===== src/hw/rtl/mclb_pkg.sv =====
// mclb_pkg: types, codes and constants shared by the multi-channel LED blinker
// depends on nothing; imported by every module of the block
`timescale 1ns / 1ps

package mclb_pkg;

	// configuration port
	localparam int CFG_IDX_W  = 2;
	localparam int CFG_DATA_W = 7;
	localparam logic [CFG_IDX_W-1:0] REG_DUTY_BITS = 2'd0;
	localparam logic [CFG_IDX_W-1:0] REG_MAX_PCT   = 2'd1;

	localparam logic [4:0] DUTY_BITS_RST = 5'd13;
	localparam logic [4:0] DUTY_BITS_MAX = 5'd20;
	localparam logic [6:0] PCT_RST       = 7'd100;
	localparam logic [6:0] PCT_MAX       = 7'd100;

	// on duty = full_scale * pct / 100, divide done as multiply by reciprocal
	localparam int DUTY_W      = 20;
	localparam int PROD_W      = 27;
	localparam int RECIP_W     = 28;
	localparam int RECIP_SHIFT = 34;
	localparam int QUOT_W      = PROD_W + RECIP_W;
	localparam logic [RECIP_W-1:0] RECIP_100 = 28'd171798692;

	// opcodes
	localparam logic [1:0] OP_TICK  = 2'd0;
	localparam logic [1:0] OP_BLINK = 2'd1;
	localparam logic [1:0] OP_SET   = 2'd2;

	// result codes
	localparam logic       KIND_DUTY     = 1'b0;
	localparam logic       KIND_STATUS   = 1'b1;
	localparam logic [1:0] ST_OK         = 2'd0;
	localparam logic [1:0] ST_NO_CHANNEL = 2'd1;
	localparam logic [1:0] ST_ALREADY    = 2'd2;

	// channel level codes
	localparam logic [1:0] LVL_UNKNOWN = 2'd0;
	localparam logic [1:0] LVL_OFF     = 2'd1;
	localparam logic [1:0] LVL_ON      = 2'd2;

	// result buffer and command queue sizes
	localparam int MAX_RESULTS = 8;
	localparam int RES_IDX_W   = 3;
	localparam int RES_CNT_W   = 4;
	localparam int Q_DEPTH     = 2;
	localparam int Q_PTR_W     = 1;
	localparam int Q_CNT_W     = 2;

	typedef struct packed {
		logic [1:0]         opcode;
		logic [5:0]         pin;
		logic [15:0]        on_time_ms;
		logic [15:0]        off_time_ms;
		logic signed [15:0] repeat_count;
		logic               level;
		logic [31:0]        now_ms;
	} mclb_cmd_t;

	typedef struct packed {
		logic        kind;
		logic [1:0]  status;
		logic [2:0]  channel;
		logic [5:0]  pin_out;
		logic [19:0] duty;
		logic        blinking_active;
		logic        last;
	} mclb_res_t;

	typedef enum logic [1:0] {
		CLS_TICK,
		CLS_BLINK,
		CLS_SET,
		CLS_NOP
	} mclb_cls_t;

	// classified command as it sits in the queue
	typedef struct packed {
		mclb_cls_t   cls;
		logic [5:0]  pin;
		logic [15:0] on_time_ms;
		logic [15:0] off_time_ms;
		logic [15:0] repeat_count;
		logic        level;
		logic [31:0] now_ms;
	} mclb_job_t;

	// one buffered result before the active flag and last mark are known
	typedef struct packed {
		logic        kind;
		logic [1:0]  status;
		logic [2:0]  channel;
		logic [5:0]  pin_out;
		logic [19:0] duty;
	} mclb_ent_t;

	typedef struct packed {
		logic        free;
		logic [5:0]  pin;
		logic [15:0] on_len;
		logic [15:0] off_len;
		logic [15:0] repeats;
		logic [31:0] phase_start;
		logic        in_off;
		logic        blinking;
		logic [1:0]  level;
	} mclb_chan_t;

	localparam mclb_chan_t CHAN_RST = '{
		free: 1'b1, pin: 6'd0, on_len: 16'd0, off_len: 16'd0, repeats: 16'd0,
		phase_start: 32'd0, in_off: 1'b1, blinking: 1'b0, level: LVL_UNKNOWN
	};

	typedef enum logic [2:0] {
		S_IDLE,
		S_FIND,
		S_APPLY,
		S_WALK,
		S_EMIT
	} mclb_state_t;

	function automatic mclb_cls_t classify(input logic [1:0] opcode);
		mclb_cls_t c;
		case (opcode)
			OP_TICK:  c = CLS_TICK;
			OP_BLINK: c = CLS_BLINK;
			OP_SET:   c = CLS_SET;
			default:  c = CLS_NOP;
		endcase
		return c;
	endfunction

endpackage


===== src/hw/rtl/mclb_front.sv =====
// mclb_front: command intake, opcode classification and a two-entry job queue
// depends on mclb_pkg
`timescale 1ns / 1ps

module mclb_front (
	input  logic                clk,
	input  logic                arst_n,
	input  logic                start,
	output logic                busy,
	input  mclb_pkg::mclb_cmd_t cmd,
	output logic                q_valid,
	output mclb_pkg::mclb_job_t job,
	input  logic                pop
);
	import mclb_pkg::*;

	mclb_job_t           q_mem_q [Q_DEPTH];
	logic [Q_PTR_W-1:0]  wr_ptr_q;
	logic [Q_PTR_W-1:0]  rd_ptr_q;
	logic [Q_CNT_W-1:0]  cnt_q;
	logic                accept;
	mclb_job_t           in_job;

	assign busy    = (cnt_q == Q_CNT_W'(Q_DEPTH));
	assign accept  = start && !busy;
	assign q_valid = (cnt_q != '0);
	assign job     = q_mem_q[rd_ptr_q];

	always_comb begin
		in_job.cls          = classify(cmd.opcode);
		in_job.pin          = cmd.pin;
		in_job.on_time_ms   = cmd.on_time_ms;
		in_job.off_time_ms  = cmd.off_time_ms;
		in_job.repeat_count = cmd.repeat_count;
		in_job.level        = cmd.level;
		in_job.now_ms       = cmd.now_ms;
	end

	always_ff @(posedge clk or negedge arst_n) begin
		if (!arst_n) begin
			wr_ptr_q <= '0;
			rd_ptr_q <= '0;
			cnt_q    <= '0;
		end else begin
			if (accept) begin
				wr_ptr_q <= wr_ptr_q + 1'b1;
			end
			if (pop) begin
				rd_ptr_q <= rd_ptr_q + 1'b1;
			end
			case ({accept, pop})
				2'b10:   cnt_q <= cnt_q + 1'b1;
				2'b01:   cnt_q <= cnt_q - 1'b1;
				default: cnt_q <= cnt_q;
			endcase
		end
	end

	always_ff @(posedge clk) begin
		if (accept) begin
			q_mem_q[wr_ptr_q] <= in_job;
		end
	end

endmodule


===== config.mk =====
export PLATFORM = sky130hd
export DESIGN_NAME = mclb_front
export DESIGN_NICKNAME = d
export VERILOG_FILES = /design/src/hw/rtl/mclb_pkg.sv /design/src/hw/rtl/mclb_front.sv
export SDC_FILE = /design/constraint.sdc
export NUM_CORES = 1
export LEC_CHECK = 0
export ABC_AREA = 1
export BUFFER_PORTS_ARGS = -buffer_cell sky130_fd_sc_hd__buf_4
export CORE_MARGIN = 5
export CORE_UTILIZATION = 52
export DETAILED_ROUTE_END_ITERATION = 8
export HOLD_SLACK_MARGIN = 0.12
export PLACE_DENSITY = 0.79
export SLEW_MARGIN = 25
export SYNTH_ARGS = -nofsm -noshare
export SYNTH_HDL_FRONTEND = slang
export SYNTH_SLANG_ARGS = --single-unit
export TNS_END_PERCENT = 20

===== constraint.sdc =====
create_clock -name clk -period 5.3 [get_ports clk]
set_input_delay 1.06 -clock clk [delete_from_list [all_inputs] [get_ports clk]]
set_output_delay 1.06 -clock clk [all_outputs]
set_load 0.02 [all_outputs]

## After elaboration in Yosys (flattened, before gate mapping)

Memory sizes are Yosys's and may differ from the RTL's.
Cells that the tools add are included.
W data, S select, Z words.

| operators by class | value |
|---|---|
| add/sub/neg operators | 4 |
| equality and inequality tests | 5 |
| multiplexer cells | 4 |
| reductions and logical operators | 5 |

Operators with widths:

| kind | number |
|---|---|
| $eq A2 B2 Y1 const B | 3 |
| $pmux W2 S3 | 1 |
| $eq A2 B1 Y1 const B | 2 |
| $pmux W2 S2 | 1 |
| $reduce_bool A2 Y1 | 2 |
| $add A1 B1 Y1 const B | 2 |
| $add A2 B1 Y2 const B | 1 |
| $logic_not A2 Y1 | 1 |
| $mux W1 | 2 |
| $sub A2 B1 Y2 const B | 1 |
| $logic_and A1 B1 Y1 | 1 |
| $logic_not A1 Y1 | 1 |

| storage, ports and cells | value |
|---|---|
| register bits | 4 |
| RAM bits | 178 |
| bits of input ports | 93 |
| output and inout bits | 91 |
| memories | 1 |

Memory list:

| name | words | bits a word | rd ports | clocked after Yosys merged registers in | wr ports | RTL line | text |
|---|---|---|---|---|---|---|---|
| q_mem_q | 2 | 89 | 1 | 0 | 1 | mclb_front.sv:17 | `mclb_job_t q_mem_q [Q_DEPTH];` |

## Logic depth before layout (Yosys ltp)

Gate-level depths: netlist of the first run.

| depth | value |
|---|---|
| depth after elaboration | 5 |
| gate-level depth with buffers | 8 |

## Worst setup path after synthesis of the first run

No wires, ideal clock.

| timing | value |
|---|---|
| kind | input port to flip-flop |
| start | input port start |
| end | memory q_mem_q[1][0] in the netlist's numbering (enable) |
| library setup time | 0.537 ns |
| data arrival time | 4.866 ns |
| required time | 4.763 ns |
| setup slack | -0.103 ns |
| cell stages on the path | 2 |
| path through | o21ai_1 -> nor2_1 |

| between the ends | value |
|---|---|
| cells in the longest elaborated chain, start to end | 3 |

RTL lines:

| what | RTL line | text |
|---|---|---|
| start: declaration | mclb_front.sv:8 | `input logic start,` |
| $logic_and A1 B1 Y1 | mclb_front.sv:25 | `assign accept = start && !busy;` |
| $mux W1 | mclb_front.sv:60 | `if (accept) begin` |
| $mux W1 (implied by the code) | mclb_front.sv:61 | `q_mem_q[wr_ptr_q] <= in_job;` |
| end: declaration | mclb_front.sv:17 |  |

Every way passes these cells.

==> metrics list, run 1 <==
* YS warnings: 0
- Biggest fanout along the worst timing path: 96
- Transition at the pin with the smallest max-transition slack: 0.916 ns
* Part of the Yosys area used for sequential elements: 78.5%
- The critical path contains buffers and inverters numbering 2 combined.
* Routed via count: 4100
- The worst-case IR drop observed on VDD is 0.000335 V.
* Number of cells on the critical path: 4
* Number of cell rows: 42
- The top cell type by area accounts for about 77% of the synthesized area.
* Startpoint types: flop
- After detailed routing, the number of remaining DRC violations is 0.
- Cells with a size suffix above 1 make up 34.4% of the layout.
* Area growth syn-to-layout: 29.5%
* Worst Path Arrival: approximately 2.4 ns
- Total of max-cap violations: 0
- Antenna violation net count after detailed routing: 0
* Final min period: around 3.4 ns
* Number of port buffers: roughly 180
- For this run, the total global-route usage over all layers was measured as 16.9%.
- For the worst-skew pair, the clock arrives at the later sink with an insertion delay of 0.42 ns.
- Area of placed instances: 8390 um2
- Antenna violations before repair: 0
* Data required time at the worst endpoint: 4.24 ns
* Total of endpoints with negative setup slack in the final report: 0
- The flow ran to the end, and the final reports show no timing, DRC or antenna violations.
- In this design, the largest share of critical-path delay is due to flip-flops.
* Commonest cells in the netlist: sky130_fd_sc_hd__edfxtp_1 (178), sky130_fd_sc_hd__inv_1 (96), sky130_fd_sc_hd__nand2_1 (96), sky130_fd_sc_hd__o21ai_0 (68), sky130_fd_sc_hd__o21ai_2 (20)
- The pre-antenna-repair detailed-routing pass consisted of 5 iterations.
- Worst Setup Path Type: flop to output pin
- Entering global routing, the biggest net connects 97 pins.
- In the post-route analysis, the smallest setup slack over all paths is around 1.9 ns.
* Post-route cell area: 8980 um2
- Core Region: 13100 um2
* Number of diodes added for antenna fixing: 0
* Post-synthesis sequential element count: 182
- Drt initial violations: 219
- In the final routed layout, each cell accounts on average for between 10 and 15 um.
- The first global-routing pass estimated 20600 um of wire.
* Final Max Slew Viols: 0
- Via density per instance: 4.73
* Overall routed net length: 13000 um
- On the final layout, the worst clock skew is 0.00562 ns.
* Vertical extent of the die: ~130 um
* Ports placed on the boundary: about 180
- Deepest level of the CTS H-tree: 4
- The worst setup path is captured at an output pin.
- Based on the critical path, the design can be clocked at up to 0.291 GHz.
- Vias in the first global route: 4247
- CTS tree: done
- Buffers added to address setup during post-CTS repair amount to 0.
- Largest area contributor in the synthesized netlist: sky130_fd_sc_hd__edfxtp_1
- The die covers about 16000 um2.
* Type of the most critical hold path: primary input to async pin
- The clock passes through at most 2 buffers.
* Die width: 125 um
- Counting the fill cells in the layout gives 899.
- Worst relative slew slack: 38.9%
* Final weighted congestion of routability-driven global placement: 0.813
- Count of clock tree sinks: 182
- Effective utilization at floorplan: ~53%
* Pleak: roughly 3.8 nW
* Fin util: 68.3%
- In this design, the stage delay of the slowest critical-path cell is 1.04 ns.
- Layout net count: roughly 770
- Setup repair after global routing left no endpoint under its margin.
- In this run, CTS created clock tree buffers numbering 17.
* Ratio of final minimum period to clock period: 64.8%
- Traced cell by cell, the critical path runs through buf_4 -> nand2_1 -> o21ai_0 -> buf_4.
- Dominant cell by count in the synthesized netlist: sky130_fd_sc_hd__edfxtp_1
- Share of flip-flops with an asynchronous set or reset: 2.20%
* Pre-CTS setup slack: 2.28 ns
* Ys flop type: sky130_fd_sc_hd__edfxtp_1
* Post-cts resize count: 0
* Total instance count after detailed placement: 836
- Root buffer selected by CTS: sky130_fd_sc_hd__clkbuf_16
- Synth area leaders: sky130_fd_sc_hd__edfxtp_1 (77%), sky130_fd_sc_hd__inv_1 (5.2%), sky130_fd_sc_hd__nand2_1 (5.2%)
- For the final routed database, the setup TNS stands at 0 ns.
- The total overflow left after global routing is 0.
* Number of distinct standard cells referenced by the synthesized netlist: 17
* Number of nets in the synthesized netlist: between 500 and 600
* Worst-path clk slew: about 0.060 ns
- Hold Buf Count CTS: 0
- Dividing the synthesized area by the synthesized cell count gives 14.0 um2.
- After legalization and detailed placement, the total HPWL measured 8910 um.
* Mapped Cells: ~500
* Non-Filler Instances: 867
- Counting flops with a built-in enable in the synthesized netlist gives roughly 180.
* Final Hold Vio Count: 0
* Ratio of total power to cell area: 579 nW/um2
- R2R cell count: 6
* Synthesized area: 6930 um2
- Slowest cell on the critical path: sky130_fd_sc_hd__dfrtp_4
- By instance count, the cell type seen most on the critical path is sky130_fd_sc_hd__buf_4.
-- cell usage in the layout, fill, tap and decap left out, drive strengths merged --
master,count
buf,188
bufinv,3
clkbuf,19
clkinv,4
clkinvlp,2
dfrtp,4
edfxtp,178
ha,1
inv,99
nand2,96
nand3,2
nand4,1
nor2,2
o21ai,90
xnor2,1
xor2,1
-- sequential cells by signal, summed over array words and instances, names as in the netlist --
name / flops
cnt_q: 2
q_mem_q: 178
rd_ptr_q: 1
wr_ptr_q: 1
-- stage by stage --
stage / power (W) / hold WS [ns]
2_1_floorplan: 0.00330 / 0.442
3_3_place_gp: 0.00396 / 0.457
3_5_place_dp: 0.00402 / 0.468
4_1_cts: 0.00526 / 0.408
5_1_grt: 0.00549 / 0.410
6_report: 0.00520 / 0.431
-- worst paths after layout --
| check | from | end | slack (ns) |
|---|---|---|---|
| setup / recovery | rd_ptr_q$_DFFE_PN0P_ | job[22] | 1.87 |
| setup reg to reg | cnt_q[1]$_DFFE_PN0P_ | q_mem_q[0][87]$_DFFE_PP_ | 3.08 |
| min in group clk | cnt_q[1]$_DFFE_PN0P_ | cnt_q[1]$_DFFE_PN0P_ | 0.49 |
| hold reg to reg | cnt_q[1]$_DFFE_PN0P_ | cnt_q[1]$_DFFE_PN0P_ | 0.49 |
| hold / removal | arst_n | cnt_q[0]$_DFFE_PN0P_ | 0.43 |
| max in group asynchronous | arst_n | rd_ptr_q$_DFFE_PN0P_ | 4.75 |
-- metal layers --
metal,global-route usage [%],wire [um],vias to the layer above
met2,29.4,6770,139
met3,5.59,973,18
met1,19.2,4990,1907
met5,0,0,-
met4,7.02,238,0
li1,-,-,2036
-- power breakdown --
group / switching, W / internal, W
Sequential: 0.000177 / 0.00196
Clock: 0.000495 / 0.000740
Combinational: 0.00114 / 0.000679
Total: 0.00181 / 0.00338
-- kinds of logic (layout without fill, tap and decap cells) --
logic type               Yosys count  in the layout  share of synthesized area, %
buffers and inverters            118            315                          7.90
flip-flops                       182            182                          78.5
AND/OR/NAND/NOR                  101            101                          5.54
XOR/XNOR                           2              2                         0.253
AO/OA/AOI/OAI                     90             90                          7.58
adder cells (fa/ha/maj)            1              1                         0.180
-- final cells by class --
cell class | instances | area (um2) | share of cell area (%)
clock buffer | 19 | 433 | 4.82
sequential | 182 | 5450 | 60.7
timing repair buffer | 188 | 1410 | 15.7
inverter | 96 | 363 | 4.04
clock inverter | 12 | 153 | 1.70
multi-input combinational | 194 | 947 | 10.6
tap | 176 | 220 | 2.45
No activity file was read; power rests on OpenSTA's default activity.
==> run 2, diff against run 1 <==
--- a/config.mk
+++ b/config.mk
@@ -8,10 +8,10 @@
 export ABC_AREA = 1
 export BUFFER_PORTS_ARGS = -buffer_cell sky130_fd_sc_hd__buf_4
 export CORE_MARGIN = 5
-export CORE_UTILIZATION = 52
+export CORE_UTILIZATION = 47
 export DETAILED_ROUTE_END_ITERATION = 8
 export HOLD_SLACK_MARGIN = 0.12
-export PLACE_DENSITY = 0.79
+export PLACE_DENSITY = 0.75
 export SLEW_MARGIN = 25
 export SYNTH_ARGS = -nofsm -noshare
 export SYNTH_HDL_FRONTEND = slang
==> constraint.sdc (replaced) <==
create_clock -name clk -period 2.8 [get_ports clk]
set_input_delay 0.56 -clock clk [delete_from_list [all_inputs] [get_ports clk]]
set_output_delay 0.56 -clock clk [all_outputs]
set_load 0.02 [all_outputs]
==> metrics list, run 2 (synthesis results as in run 1) <==
- Non-Filler Instances: 880 (was 867)
* Wire length of the first global-routing pass: 21000 um (was 20600 um)
- Ratio of final minimum period to clock period: 91.0%
- Highest-count cells in the layout ignoring fill and taps: sky130_fd_sc_hd__buf_4 (189), sky130_fd_sc_hd__edfxtp_1 (178), sky130_fd_sc_hd__nand2_1 (96) (was sky130_fd_sc_hd__buf_4 (188), sky130_fd_sc_hd__edfxtp_1 (178), sky130_fd_sc_hd__nand2_1 (96))
* Number of filler instances in the final layout: 1118 (was 899)
- The fraction of power consumed by sequential logic is 40.1% (was 41.2%).
- Unrepaired setup endpoints after global routing: false (unchanged)
* Drt initial violations: 215 (was 219)
- Post-route cell area: 9050 um2 (was 8980 um2)
- The power per standard cell area was 1090 nW/um2 (was 579 nW/um2).
- The largest fanout on the critical path is 55 (was 96).
- The final core utilization was 62.5% (was 68.3%).
- The total half-perimeter wirelength after legalization and detailed placement came to 9270 um (was 8910 um).
- Detailed-router iteration count before antenna repair: 4 (was 5)
- Number of diodes added for antenna fixing: 0 (unchanged)
- The final number of hold-violating endpoints came to 0 (unchanged).
* Clock Path Buffers: 2 (unchanged)
- Clk_lat worst skew: 0.42 ns (about the same)
- The worst hold slack was 0.321 ns (was 0.431 ns).
- The net switching power came to 0.00342 W (was 0.00181 W).
* Worst-path clk slew: 0.07 ns (was 0.06 ns)
- Deepest level of the CTS H-tree: 4 (unchanged)
* Ports placed on the boundary: 184 (unchanged)
- Footprint of the multi-input gates: 947 um2 (unchanged)
* Overall routed net length: 13100 um (was 13000 um)
- The register containing the most flip-flops in the final layout is q_mem_q (unchanged).
* Number of flip-flops under the largest register name: 178 (unchanged)
- The peak supply drop was 0.000728 V (was 0.000335 V).
- Worst relative slew slack: 57.6% (was 38.9%)
- The worst min-delay path class was primary input to flop (was primary input to async pin).
* Startpoint types: flop (unchanged)
* Transition at the pin with the smallest max-transition slack: 0.635 ns (was 0.916 ns)
- The number of buffers added for setup after CTS came to 0 (unchanged).
* CTS Buf Count: 17 (unchanged)
* Clock tree skew after final layout: 0.00751 ns (was 0.00562 ns)
* Total instance count after detailed placement: 848 (was 836)
- Pleak: 3.81 nW (was 3.79 nW)
* Worst Path Arrival: 1.99 ns (was 2.37 ns)
- WL/cell: 14.9 um (was 15.0 um)
- The synthesis-to-finish area growth was 30.5% (was 29.5%).
* Pre-CTS setup slack: 0.655 ns (was 2.28 ns)
- Run status: completed (unchanged).
- The number of maximum-capacitance constraint violations was 0 (unchanged).
* Count of clock tree sinks: 182 (unchanged)
- The remaining design rule violation count came to 0 (unchanged).
- Effective utilization at floorplan: 47.9% (was 52.8%)
* CTS tree: done (unchanged)
* Maximum number of pins on one net before global-route repair: 56 (was 97)
- The floorplan die area was 17300 um2 (was 15700 um2).
- The number of max-slew violations in the final report came to 0 (unchanged).
- Portion of total power attributed to the clock network: 23.3% (was 23.8%)
- The fraction of layout cells with a size suffix above 1 is 34.3% (was 34.4%).
* Final min period: 2.55 ns
- The setup-violating endpoint count in the final report is 0 (unchanged).
- The number of port buffers came to 183 (unchanged).
- The proportion of total power due to net switching was 34.6% (was 34.9%).
* Layout net count: 778 (was 773)
- Derived from the worst setup path, the maximum achievable clock frequency is 0.392 GHz.
- Counting instances, the worst hold path has a depth of 1.
- The register area was 5450 um2 (unchanged).
- The per-cell via count in the routed design is 4.66 (was 4.73).
- The portion of total power attributed to combinational logic is 36.6% (was 35.0%).
- The via total after detailed routing is 4099 (was 4100).
* Die width: 131 um (was 125 um)
- The number of antenna violations at the first check in global routing came to 0 (unchanged).
* Worst path setup slack after routing: 0.252 ns (was 1.87 ns)
- The die outline height came to 131 um (was 125 um).
* R2R cell count: 6 (unchanged)
- Largest regs: q_mem_q (178), cnt_q (2) (unchanged)
- Antenna violation net count after detailed routing: 0 (unchanged)
* Core Region: 14500 um2 (was 13100 um2)
* Most common cell after layout, fill and taps aside: sky130_fd_sc_hd__buf_4 (unchanged)
- The endpoint required time on the critical path came to 2.24 ns (was 4.24 ns).
* Area of placed instances: 8470 um2 (was 8390 um2)
* Critical path capture point type: output pin (unchanged)
- The overall global routing resource usage came to 15.4% (was 16.9%).
- Design internal power: 0.00647 W (was 0.00338 W)
* Worst Setup Path Type: flop to output pin (unchanged)
- Final weighted congestion of routability-driven global placement: 0.775 (was 0.813)
* Root buffer selected by CTS: sky130_fd_sc_hd__clkbuf_16 (unchanged)
- Number of cell rows: 44 (was 42)
* Vias in the first global route: 4242 (was 4247)
- Total overflow reported by the global router: 0 (unchanged)
## run 2: metal layers
metal,global-route usage (%),wire length [um]
met5,0,0
met4,6.51,304
met3,6.84,1010
met2,25.3,6600
met1,17.5,5190
## run 2: cell type report
cell class / count / share of cell area (%)
repair buffers: 193 / 16.5
inverters: 96 / 4.01
clock inverters: 10 / 1.44
flip-flops and latches: 182 / 60.2
clock buffers: 21 / 4.87
well taps: 184 / 2.54
multi-input cells: 194 / 10.5
## run 2: timing repair
action | in CTS | in global routing
endpoints found under the hold margin | 4 | 0
resized for setup | 0 | 0
hold buffers | 1 | 0
## run 2: through the flow
stage	power [W]	TNS, ns
floorplan	0.00623	-8.37
detailed placement	0.00771	0
global placement	0.00762	0
global route	0.0104	0
CTS	0.0100	0
finish	0.00989	0
## run 2: worst paths after layout
check	from	end	slack, ns
max	rd_ptr_q$_DFFE_PN0P_	job[38]	0.25
min	cmd[24]	q_mem_q[0][24]$_DFFE_PP_	0.32
max reg2reg	cnt_q[1]$_DFFE_PN0P_	q_mem_q[0][83]$_DFFE_PP_	0.98
min reg2reg	wr_ptr_q$_DFFE_PN0P_	wr_ptr_q$_DFFE_PN0P_	0.49
max in group asynchronous	arst_n	rd_ptr_q$_DFFE_PN0P_	2.20
min in group asynchronous	arst_n	cnt_q[0]$_DFFE_PN0P_	0.48
## run 2: critical path, stage by stage (launching register included)
cell and delay [ns]:
sky130_fd_sc_hd__dfrtp_4 0.76, sky130_fd_sc_hd__buf_4 0.44, sky130_fd_sc_hd__nand2_1 0.09, sky130_fd_sc_hd__o21ai_0 0.10
sky130_fd_sc_hd__buf_4 0.17
## run 2: power by group through the flow
stage	Clock, W	Sequential [W]	Combinational (W)
floorplan	0	0.00391	0.00232
global placement	0	0.00400	0.00363
detailed placement	0	0.00403	0.00368
CTS	0.00236	0.00397	0.00369
global route	0.00249	0.00403	0.00393
finish	0.00231	0.00397	0.00362
