--- src/hw/rtl/mclb_pkg.sv ---
// mclb_pkg: types, codes and constants shared by the multi-channel LED blinker
// depends on nothing; imported by every module of the block
`timescale 1ns / 1ps

package mclb_pkg;

	// configuration port
	localparam int CFG_IDX_W  = 2;
	localparam int CFG_DATA_W = 7;
	localparam logic [CFG_IDX_W-1:0] REG_DUTY_BITS = 2'd0;
	localparam logic [CFG_IDX_W-1:0] REG_MAX_PCT   = 2'd1;

	localparam logic [4:0] DUTY_BITS_RST = 5'd13;
	localparam logic [4:0] DUTY_BITS_MAX = 5'd20;
	localparam logic [6:0] PCT_RST       = 7'd100;
	localparam logic [6:0] PCT_MAX       = 7'd100;

	// on duty = full_scale * pct / 100, divide done as multiply by reciprocal
	localparam int DUTY_W      = 20;
	localparam int PROD_W      = 27;
	localparam int RECIP_W     = 28;
	localparam int RECIP_SHIFT = 34;
	localparam int QUOT_W      = PROD_W + RECIP_W;
	localparam logic [RECIP_W-1:0] RECIP_100 = 28'd171798692;

	// opcodes
	localparam logic [1:0] OP_TICK  = 2'd0;
	localparam logic [1:0] OP_BLINK = 2'd1;
	localparam logic [1:0] OP_SET   = 2'd2;

	// result codes
	localparam logic       KIND_DUTY     = 1'b0;
	localparam logic       KIND_STATUS   = 1'b1;
	localparam logic [1:0] ST_OK         = 2'd0;
	localparam logic [1:0] ST_NO_CHANNEL = 2'd1;
	localparam logic [1:0] ST_ALREADY    = 2'd2;

	// channel level codes
	localparam logic [1:0] LVL_UNKNOWN = 2'd0;
	localparam logic [1:0] LVL_OFF     = 2'd1;
	localparam logic [1:0] LVL_ON      = 2'd2;

	// result buffer and command queue sizes
	localparam int MAX_RESULTS = 8;
	localparam int RES_IDX_W   = 3;
	localparam int RES_CNT_W   = 4;
	localparam int Q_DEPTH     = 2;
	localparam int Q_PTR_W     = 1;
	localparam int Q_CNT_W     = 2;

	typedef struct packed {
		logic [1:0]         opcode;
		logic [5:0]         pin;
		logic [15:0]        on_time_ms;
		logic [15:0]        off_time_ms;
		logic signed [15:0] repeat_count;
		logic               level;
		logic [31:0]        now_ms;
	} mclb_cmd_t;

	typedef struct packed {
		logic        kind;
		logic [1:0]  status;
		logic [2:0]  channel;
		logic [5:0]  pin_out;
		logic [19:0] duty;
		logic        blinking_active;
		logic        last;
	} mclb_res_t;

	typedef enum logic [1:0] {
		CLS_TICK,
		CLS_BLINK,
		CLS_SET,
		CLS_NOP
	} mclb_cls_t;

	// classified command as it sits in the queue
	typedef struct packed {
		mclb_cls_t   cls;
		logic [5:0]  pin;
		logic [15:0] on_time_ms;
		logic [15:0] off_time_ms;
		logic [15:0] repeat_count;
		logic        level;
		logic [31:0] now_ms;
	} mclb_job_t;

	// one buffered result before the active flag and last mark are known
	typedef struct packed {
		logic        kind;
		logic [1:0]  status;
		logic [2:0]  channel;
		logic [5:0]  pin_out;
		logic [19:0] duty;
	} mclb_ent_t;

	typedef struct packed {
		logic        free;
		logic [5:0]  pin;
		logic [15:0] on_len;
		logic [15:0] off_len;
		logic [15:0] repeats;
		logic [31:0] phase_start;
		logic        in_off;
		logic        blinking;
		logic [1:0]  level;
	} mclb_chan_t;

	localparam mclb_chan_t CHAN_RST = '{
		free: 1'b1, pin: 6'd0, on_len: 16'd0, off_len: 16'd0, repeats: 16'd0,
		phase_start: 32'd0, in_off: 1'b1, blinking: 1'b0, level: LVL_UNKNOWN
	};

	typedef enum logic [2:0] {
		S_IDLE,
		S_FIND,
		S_APPLY,
		S_WALK,
		S_EMIT
	} mclb_state_t;

	function automatic mclb_cls_t classify(input logic [1:0] opcode);
		mclb_cls_t c;
		case (opcode)
			OP_TICK:  c = CLS_TICK;
			OP_BLINK: c = CLS_BLINK;
			OP_SET:   c = CLS_SET;
			default:  c = CLS_NOP;
		endcase
		return c;
	endfunction

endpackage

--- src/hw/rtl/mclb_exec.sv ---
// mclb_exec: channel table, command execution, tick walk and result buffer
// depends on mclb_pkg; fed by mclb_front, duty from mclb_duty
`timescale 1ns / 1ps

module mclb_exec #(
	parameter int CHANNELS = 8
) (
	input  logic                        clk,
	input  logic                        arst_n,
	input  logic                        q_valid,
	input  mclb_pkg::mclb_job_t         job,
	output logic                        pop,
	input  logic [mclb_pkg::DUTY_W-1:0] on_duty,
	output logic                        res_valid,
	output mclb_pkg::mclb_res_t         res
);
	import mclb_pkg::*;

	localparam int CH_W = (CHANNELS > 1) ? $clog2(CHANNELS) : 1;
	localparam logic [CH_W-1:0] LAST_CH = CH_W'(CHANNELS - 1);

	mclb_state_t          state_q, state_d;
	mclb_job_t            job_q;
	mclb_chan_t           chan_q [CHANNELS];
	mclb_ent_t            rbuf_q [MAX_RESULTS];
	logic [CH_W-1:0]      idx_q;
	logic [RES_CNT_W-1:0] n_q;
	logic [RES_IDX_W-1:0] rd_q;
	logic                 res_valid_q;
	mclb_res_t            res_q;

	mclb_chan_t           cur;
	logic                 found;
	logic [CH_W-1:0]      found_idx;
	logic                 active;
	logic                 emit_last;
	logic [31:0]          elapsed;
	logic [15:0]          thr;
	logic                 expired;

	logic                 push;
	mclb_ent_t            push_ent;
	logic                 tab_we;
	mclb_chan_t           tab_ent;

	assign cur       = chan_q[idx_q];
	assign res_valid = res_valid_q;
	assign res       = res_q;
	assign emit_last = ({1'b0, rd_q} == (n_q - RES_CNT_W'(1)));
	assign elapsed   = job_q.now_ms - cur.phase_start;
	assign thr       = cur.in_off ? cur.off_len : cur.on_len;
	assign expired   = elapsed > {16'd0, thr};

	// channel search: first channel bound to the pin, else highest free one
	always_comb begin
		logic            free_any, match_any;
		logic [CH_W-1:0] free_idx, match_idx;
		free_any  = 1'b0;
		match_any = 1'b0;
		free_idx  = '0;
		match_idx = '0;
		for (int i = 0; i < CHANNELS; i++) begin
			if (chan_q[i].free) begin
				free_any = 1'b1;
				free_idx = CH_W'(i);
			end else if (!match_any && chan_q[i].pin == job_q.pin) begin
				match_any = 1'b1;
				match_idx = CH_W'(i);
			end
		end
		found     = match_any || free_any;
		found_idx = match_any ? match_idx : free_idx;
	end

	always_comb begin
		active = 1'b0;
		for (int i = 0; i < CHANNELS; i++) begin
			if (!chan_q[i].free && chan_q[i].blinking) begin
				active = 1'b1;
			end
		end
	end

	// next state
	always_comb begin
		state_d = state_q;
		case (state_q)
			S_IDLE: begin
				if (q_valid) begin
					state_d = (job.cls == CLS_TICK) ? S_WALK : S_FIND;
				end
			end
			S_FIND: begin
				if (job_q.cls == CLS_NOP || !found) begin
					state_d = S_EMIT;
				end else begin
					state_d = S_APPLY;
				end
			end
			S_APPLY: state_d = S_EMIT;
			S_WALK: begin
				if (idx_q == LAST_CH) begin
					state_d = S_EMIT;
				end
			end
			S_EMIT: begin
				if (emit_last) begin
					state_d = S_IDLE;
				end
			end
			default: state_d = S_IDLE;
		endcase
	end

	// per-state actions
	always_comb begin
		logic [1:0] want;
		logic       changed;
		logic [19:0] wduty;
		pop      = 1'b0;
		push     = 1'b0;
		push_ent = '0;
		tab_we   = 1'b0;
		tab_ent  = cur;
		want     = LVL_OFF;
		changed  = 1'b0;
		wduty    = '0;
		case (state_q)
			S_IDLE: pop = q_valid;
			S_FIND: begin
				if (job_q.cls == CLS_NOP) begin
					push            = 1'b1;
					push_ent.kind   = KIND_STATUS;
					push_ent.status = ST_OK;
				end else if (!found) begin
					push            = 1'b1;
					push_ent.kind   = KIND_STATUS;
					push_ent.status = ST_NO_CHANNEL;
				end
			end
			S_APPLY: begin
				push             = 1'b1;
				push_ent.channel = 3'(idx_q);
				if (job_q.cls == CLS_BLINK) begin
					tab_we              = 1'b1;
					tab_ent.free        = 1'b0;
					tab_ent.pin         = job_q.pin;
					tab_ent.phase_start = job_q.now_ms;
					tab_ent.on_len      = job_q.on_time_ms;
					tab_ent.off_len     = job_q.off_time_ms;
					tab_ent.repeats     = job_q.repeat_count;
					tab_ent.blinking    = 1'b1;
					tab_ent.in_off      = 1'b1;
					tab_ent.level       = LVL_OFF;
					push_ent.kind       = KIND_DUTY;
					push_ent.status     = ST_OK;
					push_ent.pin_out    = job_q.pin;
				end else begin
					want = job_q.level ? LVL_ON : LVL_OFF;
					if (cur.level == want) begin
						// already there: report only, blinking untouched
						push_ent.kind    = KIND_STATUS;
						push_ent.status  = ST_ALREADY;
						push_ent.pin_out = cur.pin;
					end else begin
						tab_we              = 1'b1;
						tab_ent.free        = 1'b0;
						tab_ent.pin         = job_q.pin;
						tab_ent.phase_start = job_q.now_ms;
						tab_ent.on_len      = '0;
						tab_ent.off_len     = '0;
						tab_ent.repeats     = '0;
						tab_ent.blinking    = 1'b0;
						tab_ent.level       = want;
						push_ent.kind       = KIND_DUTY;
						push_ent.status     = ST_OK;
						push_ent.pin_out    = job_q.pin;
						push_ent.duty       = job_q.level ? on_duty : '0;
					end
				end
			end
			S_WALK: begin
				if (!cur.free && cur.blinking) begin
					tab_we = 1'b1;
					if (cur.repeats == '0) begin
						// blink used up: switch off and stop
						tab_ent.blinking = 1'b0;
						tab_ent.level    = LVL_OFF;
						changed          = (cur.level != LVL_OFF);
					end else if (expired) begin
						if (!cur.repeats[15]) begin
							tab_ent.repeats = cur.repeats - 16'd1;
						end
						tab_ent.in_off      = !cur.in_off;
						want                = cur.in_off ? LVL_ON : LVL_OFF;
						tab_ent.level       = want;
						tab_ent.phase_start = job_q.now_ms;
						changed             = (cur.level != want);
						wduty               = cur.in_off ? on_duty : '0;
					end
				end
				if (changed && n_q < RES_CNT_W'(MAX_RESULTS)) begin
					push             = 1'b1;
					push_ent.kind    = KIND_DUTY;
					push_ent.status  = ST_OK;
					push_ent.channel = 3'(idx_q);
					push_ent.pin_out = cur.pin;
					push_ent.duty    = wduty;
				end else if (idx_q == LAST_CH && n_q == '0) begin
					// quiet tick still answers once
					push            = 1'b1;
					push_ent.kind   = KIND_STATUS;
					push_ent.status = ST_OK;
				end
			end
			S_EMIT: ;
			default: ;
		endcase
	end

	always_ff @(posedge clk or negedge arst_n) begin
		if (!arst_n) begin
			state_q     <= S_IDLE;
			idx_q       <= '0;
			n_q         <= '0;
			rd_q        <= '0;
			res_valid_q <= 1'b0;
			for (int i = 0; i < CHANNELS; i++) begin
				chan_q[i] <= CHAN_RST;
			end
		end else begin
			state_q     <= state_d;
			res_valid_q <= (state_q == S_EMIT);
			if (pop) begin
				idx_q <= '0;
				n_q   <= '0;
				rd_q  <= '0;
			end
			if (state_q == S_FIND && found) begin
				idx_q <= found_idx;
			end
			if (state_q == S_WALK) begin
				idx_q <= idx_q + 1'b1;
			end
			if (push) begin
				n_q <= n_q + 1'b1;
			end
			if (state_q == S_EMIT) begin
				rd_q <= rd_q + 1'b1;
			end
			if (tab_we) begin
				chan_q[idx_q] <= tab_ent;
			end
		end
	end

	always_ff @(posedge clk) begin
		if (pop) begin
			job_q <= job;
		end
		if (push) begin
			rbuf_q[n_q[RES_IDX_W-1:0]] <= push_ent;
		end
		if (state_q == S_EMIT) begin
			res_q.kind            <= rbuf_q[rd_q].kind;
			res_q.status          <= rbuf_q[rd_q].status;
			res_q.channel         <= rbuf_q[rd_q].channel;
			res_q.pin_out         <= rbuf_q[rd_q].pin_out;
			res_q.duty            <= rbuf_q[rd_q].duty;
			res_q.blinking_active <= active;
			res_q.last            <= emit_last;
		end
	end

endmodule
--- config.mk ---
export PLATFORM = sky130hd
export DESIGN_NAME = mclb_exec
export DESIGN_NICKNAME = d
export VERILOG_FILES = /design/src/hw/rtl/mclb_pkg.sv /design/src/hw/rtl/mclb_exec.sv
export SDC_FILE = /design/constraint.sdc
export NUM_CORES = 2
export LEC_CHECK = 0
export BUFFER_PORTS_ARGS = -buffer_cell sky130_fd_sc_hd__buf_4
export CAP_MARGIN = 15
export CORE_ASPECT_RATIO = 1.4
export CORE_UTILIZATION = 45
export CTS_CLUSTER_SIZE = 16
export DETAILED_ROUTE_END_ITERATION = 8
export GPL_TIMING_DRIVEN = 0
export PLACE_DENSITY = 0.72
export SLEW_MARGIN = 5
export SYNTH_ARGS = -nofsm -noshare
export SYNTH_HDL_FRONTEND = slang
export SYNTH_SLANG_ARGS = --single-unit
--- constraint.sdc ---
create_clock -name clk -period 12 [get_ports clk]
set_input_delay 1.2 -clock clk [delete_from_list [all_inputs] [get_ports clk]]
set_output_delay 1.2 -clock clk [all_outputs]
set_load 0.05 [all_outputs]
-- Word-level counts from Yosys, hierarchy flattened
Memories as Yosys holds them, arrays and structs flattened. A register that Yosys moved wholly into a read port is not among the register bits.
Cells that the tools add are included.
- bitwise gates (word level): 1
- equality and inequality tests: 22
- div/mod/pow operators: 0
- magnitude comparators: 4
- reduce and logical (&&, ||, !) cells: 49
- multipliers: 0
- $add $sub $neg: 6
- shifts and indexed selects: 0
- mux-type cells: 116
- operators with widths (cell ; count):
    728-bit bitwise mux ; 1
    91-bit binary-select mux with 3-bit select ; 1
    91-bit demux with 3-bit select ; 1
    91-bit two-way mux ; 3
    87-bit two-way mux ; 2
    20-bit two-way mux ; 7
    3-bit two-way mux ; 35
    52-bit case mux with 2 select lines ; 1
    49-bit two-way mux ; 2
    29-bit case mux with 2 select lines ; 1
    52-bit two-way mux ; 1
    6-bit equality test ; 8
    1-bit two-way mux ; 44
    39-bit two-way mux ; 1
    32-bit by 16-bit > comparator with 1-bit output ; 1
    16-bit two-way mux ; 2
    32-bit subtractor ; 1
    29-bit two-way mux ; 1
    1-bit logical AND ; 20
    1-bit zero test ; 18
    16-bit zero test ; 1
    16-bit by 1-bit subtractor with 16-bit output (second input constant) ; 1
    3-bit case mux with 5 select lines ; 1
    6-bit two-way mux ; 2
    other kinds (30) ; 42
- memory bits (read-only): 0
- output and inout bits: 36
- flip-flop bits (word level): 833
- bits in latches: 0
- memories: 1
- RAM bits: 256
- memory list (memory ; depth ; width ; rd ports ; clocked after Yosys merged registers in ; wr ports ; line ; source):
    rbuf_q ; 8 ; 32 ; 1 ; 1 ; 1 ; mclb_exec.sv:25 ; mclb_ent_t rbuf_q [MAX_RESULTS];

-- Logic depth before layout (Yosys ltp)
- depth after elaboration: 37
- gate-level depth with buffers: 34
- gate-level depth less buffers: 27

-- Least setup slack after synthesis
OpenSTA, ideal clock, no wires.
- path kind: flip-flop to flip-flop
- start: reg idx_q[2]
- end: mem rbuf_q[4][0] in the netlist's numbering (enable)
- setup time: 0.513 ns
- buffers on the path: 8
- required time: 11.487 ns
- arrival: 9.371 ns
- slack: 2.116 ns
- period minus slack after synthesis: 9.884 ns
- cell stages (with the launch flop): 32
- cells stage by stage: dfrtp_1 -> buf_6 -> buf_6 -> buf_2 -> buf_2 -> and3b_1 -> clkbuf_1 -> clkbuf_1 -> buf_1 -> a22oi_1 -> and3_1 -> ha_1 -> nand2_1 -> or3_1 -> a21oi_1 -> nor2_1 -> nor3_1 -> nor2_1 -> xnor2_1 -> ha_1 -> nand4_1 -> or3_1 -> a21o_1 -> a31oi_1 -> o21bai_1 -> or4b_2 -> or4b_4 -> nor4_4 -> buf_4 -> a211oi_2 -> nor2_2 -> nor4b_1
- cells in the longest elaborated chain, start to end: 15
- elaborated cells between the ends (all ways): 25
- those cells by class: add/sub: 1; order compare: 1; eq/ne: 3; mux: 14; bitwise: 1; reduce/logical: 5
- ends and longest elaborated chain (item ; line ; source):
    start, declared ; mclb_exec.sv:26 ; logic [CH_W-1:0] idx_q;
    start signal, assigned ; mclb_exec.sv:240 ; idx_q <= found_idx;
    start signal, assigned ; mclb_exec.sv:243 ; idx_q <= idx_q + 1'b1;
    3-bit inverter with 4-bit output (not written as such) ; mclb_exec.sv:46 ; assign cur = chan_q[idx_q];
    91-bit binary-select mux with 3-bit select ; mclb_exec.sv:46 ;
    91-bit two-way mux (not written as such) (2 in series) ; mclb_exec.sv:46 ;
    32-bit subtractor, or another cell as far along ; mclb_exec.sv:50 ; assign elapsed = job_q.now_ms - cur.phase_start;
    32-bit by 16-bit > comparator with 1-bit output / 2-bit != test (equally long branches) ; mclb_exec.sv:52, mclb_exec.sv:198 ;
    1-bit two-way mux ; mclb_exec.sv:190 ; end else if (expired) begin
    1-bit two-way mux ; mclb_exec.sv:185 ; if (cur.repeats == '0) begin
    1-bit two-way mux ; mclb_exec.sv:183 ; if (!cur.free && cur.blinking) begin
    1-bit two-way mux ; mclb_exec.sv:128 ; case (state_q)
    1-bit logical AND ; mclb_exec.sv:202 ; if (changed && n_q < RES_CNT_W'(MAX_RESULTS)) begin
    1-bit two-way mux (*) ; mclb_exec.sv:202 ;
    1-bit case mux with 3 select lines (*) ; mclb_exec.sv:128 ;
    1-bit two-way mux (*) ; mclb_exec.sv:261 ; if (push) begin
    1-bit two-way mux (not written as such) (*) ; mclb_exec.sv:262 ; rbuf_q[n_q[RES_IDX_W-1:0]] <= push_ent;
    end, declared ; mclb_exec.sv:25 ;
Mark *: on every way between the ends. The rest lies on a longest branch, timed or not. The select of a mux whose other input is x is not followed.

-- Worst setup path after layout
- start: reg idx_q[1]
- end: mem rbuf_q[2][20] in the netlist's numbering (enable)
Same word-level chain as after synthesis.

==> metrics.md <==
| Metric | Value |
|---|---|
| Initial core utilization | 45.4% |
| Non-Filler Instances | just over 6k |
| Chip height | ~390 um |
| Worst Hold Class | in -> async |
| Antenna viol nets, final | 0 |
| # setup viols final | 0 |
| Async SR Flop Fraction | between 60% and 70% |
| Vias/cell | 6.34 |
| Die W | between 200 and 300 um |
| Postcts setup bufs | 0 |
| Top FF cell, synth | dfrtp_1 |
| Worst-Margin Slew | 1.35 ns |
| Yosys cell types | 98 |
| First-pass GRT wire length | 258000 um |
| Final Hold Violating Endpoints | 0 |
| Clock root cell | clkbuf_16 |
| CP Max Fanout | 10 |
| Layout area overhead | 14.7% |
| Post-synth EDFFs | 379 |
| Worst-path clk slew | 0.07 ns |
| Peak VDD IR | 0.000128 V |
| Drc violations | 0 |
| Synthesized Nets | roughly 4.5k |
| Total power | 12.9 mW |
| Clock Latency Late Sink | 0.75 ns |
| Placeable core area | 109000 um2 |
| Htree depth | 3 |
| Final #Nets | 4831 |
| P per Cell Area | 228 nW/um2 |
| Placed cells | 6003 |
| DRT Pass-1 Iters | 9 |
| 1st-iter DRT viols | about 5k |
| TritonCTS buffer count | 105 |
| Yosys warnings | 0 |
| Synthesized area | 49400 um2 |
| RSZ-0062 raised after global routing | false |
| Maxcap violations | 0 |
| Register area share after synthesis | approximately three fifths |
| Clock Path Buffers | 3 |
| Fin Clk Skew | 0.0576 ns |
| Maximum clock frequency | 0.0869 GHz |
| Final Wtd Congestion | 0.995 |
| CTS Sinks | approximately 1.1k |
| Final HPWL DP | 121000 um |
| Routed via count | 39.3k |
| Syn_area_per_cell | 11.4 um2 |
| Leading post-synthesis cells by cell area | dfrtp_1 37%, edfxtp_1 23%, nand2_1 5.6% |
| WL/cell | 28.2 um |
| Total grt overflow | 0 |
| Seq cells post-synth | around 1.1k |
| Crit path top cell by count | buf_4 |
| Critical Path End Type | flip-flop |
| Critical path required time | 12.48 ns |
| Max Transition Viols Final | 0 |
| Die area | 111000 um2 |
| Worst setup path class | reg -> reg |
| Ports | ~150 |
| IO buf count | roughly 150 |
| Vias in the first global route | 39.2k |
| Final period demand of the worst path | 11.51 ns |
| Final Hold Slack | between 0.3 and 0.4 ns |
| Tcrit/Tclk final | between 90% and 100% |
| Initial antenna violation count | 5 |
| Share of the synthesized area in the top cell type | between 30 and 40% |
| Leakage | 22.3 nW |
| Drt total wl | roughly 170000 um |
| Critical path's largest stage delay | 1.05 ns |
| Critical path arrival | 11.99 ns |
| Core Rows | 143 |
| Area leader, netlist | dfrtp_1 |
| Relative slew slack | under 10% |
| Status | finished clean |
| Total track usage | 31.6% |
| Largest net degree at the start of global routing | 119 |
| Critical-path top delay cell | clkbuf_1 |
| Sum Neg Setup Slack | 0 ns |
| CTS tree | built |
| Share of cells above drive strength 1 | 13.7% |
| Worst setup SP type | flip-flop |
| Syn Inst Count | 4349 |
[flip-flops by register name, summed over array words and instances (netlist names)]
signal	flops
job_q	89
rd_q	3
res	34
n_q	4
rbuf_q	256
chan_q	728
idx_q	3
res_valid	1
state_q	3
[cells by family (layout without fill, tap and decap cells)]
kind of cell / count (synthesis) / after routing / synth area share, %
AOI/OAI and AO/OA: 1282 / 1282 / 16.0
other: 0 / 2 / 0
buffers and inverters: 353 / 749 / 2.80
muxes: 224 / 224 / 6.77
DFF: 1121 / 1121 / 60.6
adders and majority gates: 56 / 56 / 1.43
and+or+nand+nor: 1238 / 1238 / 11.1
xor gates and xnor gates: 75 / 75 / 1.33
[cell usage after synthesis, types with 49 or more instances]
cell type	count
mux4_2	75
a31oi_1	53
inv_1	55
nor2_1	203
edfxtp_1	379
nand4_1	49
ha_1	55
mux2_2	100
a22oi_1	237
dfrtp_1	726
o21ai_1	218
nand2_1	740
o21ai_0	437
clkbuf_1	249
a21oi_1	134
[power by group]
part	internal, mW	switching [mW]	leakage, nW	total (mW)
logic	1.43	3.10	6.79	4.53
registers	4.58	0.301	13.8	4.88
clock network	1.97	1.53	1.74	3.50
total	7.98	4.93	22.3	12.9
[routing by layer]
layer / share of wire (%) / global-route usage, %
met5: 0.046 / 0
met4: 9.3 / 25.1
met3: 9.8 / 7.32
met2: 46 / 49.4
met1: 35 / 37.3
[path summary, 6_finish.rpt]
check                      slack [ns]              startpoint                 endpoint  cells past startpoint
setup / recovery                 0.49    idx_q[1]$_DFFE_PN0P_  rbuf_q[2][20]$_DFFE_PP_                     34
hold / removal                   0.36                  arst_n  chan_q[593]$_DFFE_PN0P_                      1
setup reg to reg                 0.49    idx_q[1]$_DFFE_PN0P_  rbuf_q[2][20]$_DFFE_PP_                     34
hold reg to reg                  0.48  chan_q[50]$_DFFE_PN0P_   chan_q[50]$_DFFE_PN0P_                      2
max in group asynchronous        8.93                  arst_n   chan_q[71]$_DFFE_PN0P_                      6
min in group clk                 0.48  chan_q[50]$_DFFE_PN0P_   chan_q[50]$_DFFE_PN0P_                      2
[critical path: cells and delay by family (launching register included)]
kind,cells,cell delay [ns]
AND/OR/NAND/NOR,14,4.56
buffers and inverters,11,3.80
AO/OA/AOI/OAI,6,1.41
adder cells (fa/ha/maj),2,0.73
flip-flops,1,0.40
XOR/XNOR,1,0.33
[cells in the final DEF, fill, tap and decap left out, types with 55 or more instances in the layout]
| master | count |
|---|---|
| a22oi_1 | 237 |
| clkbuf_1 | 268 |
| mux2_2 | 100 |
| o21ai_0 | 437 |
| ha_1 | 55 |
| nor2_1 | 203 |
| dfrtp_1 | 726 |
| clkbuf_16 | 111 |
| edfxtp_1 | 379 |
| nand2_1 | 740 |
| buf_4 | 180 |
| o21ai_1 | 218 |
| mux4_2 | 75 |
| a21oi_1 | 134 |
[layout make-up]
cell class / instances / area, um2
repair buffers: 207 / 1850
well taps: 1450 / 1810
multi-input cells: 2875 / 18100
fillers: 9581 / 52100
clock buffers: 137 / 2940
clock inverters: 52 / 607
inverters: 55 / 211
diodes: 2 / 5.00
flip-flops and latches: 1121 / 30000
plain buffers: 298 / 1180
[timing repair]
item / CTS / global route
resized for setup: 0 / 4
hold buffers: 0 / 0
endpoints found under the setup margin: 0 / 10
[stage by stage]
stage	worst slack (ns)	instance area [um2]	util, %
detailed placement	0.535	53100	48.8
global route	0.238	56700	52.1
CTS	0.499	56700	52.1
floorplan	2.12	49400	-
global placement	-4.83	52400	48.1
finish	0.491	56700	52.1
Note: power is estimated with default switching activity, not from simulation.
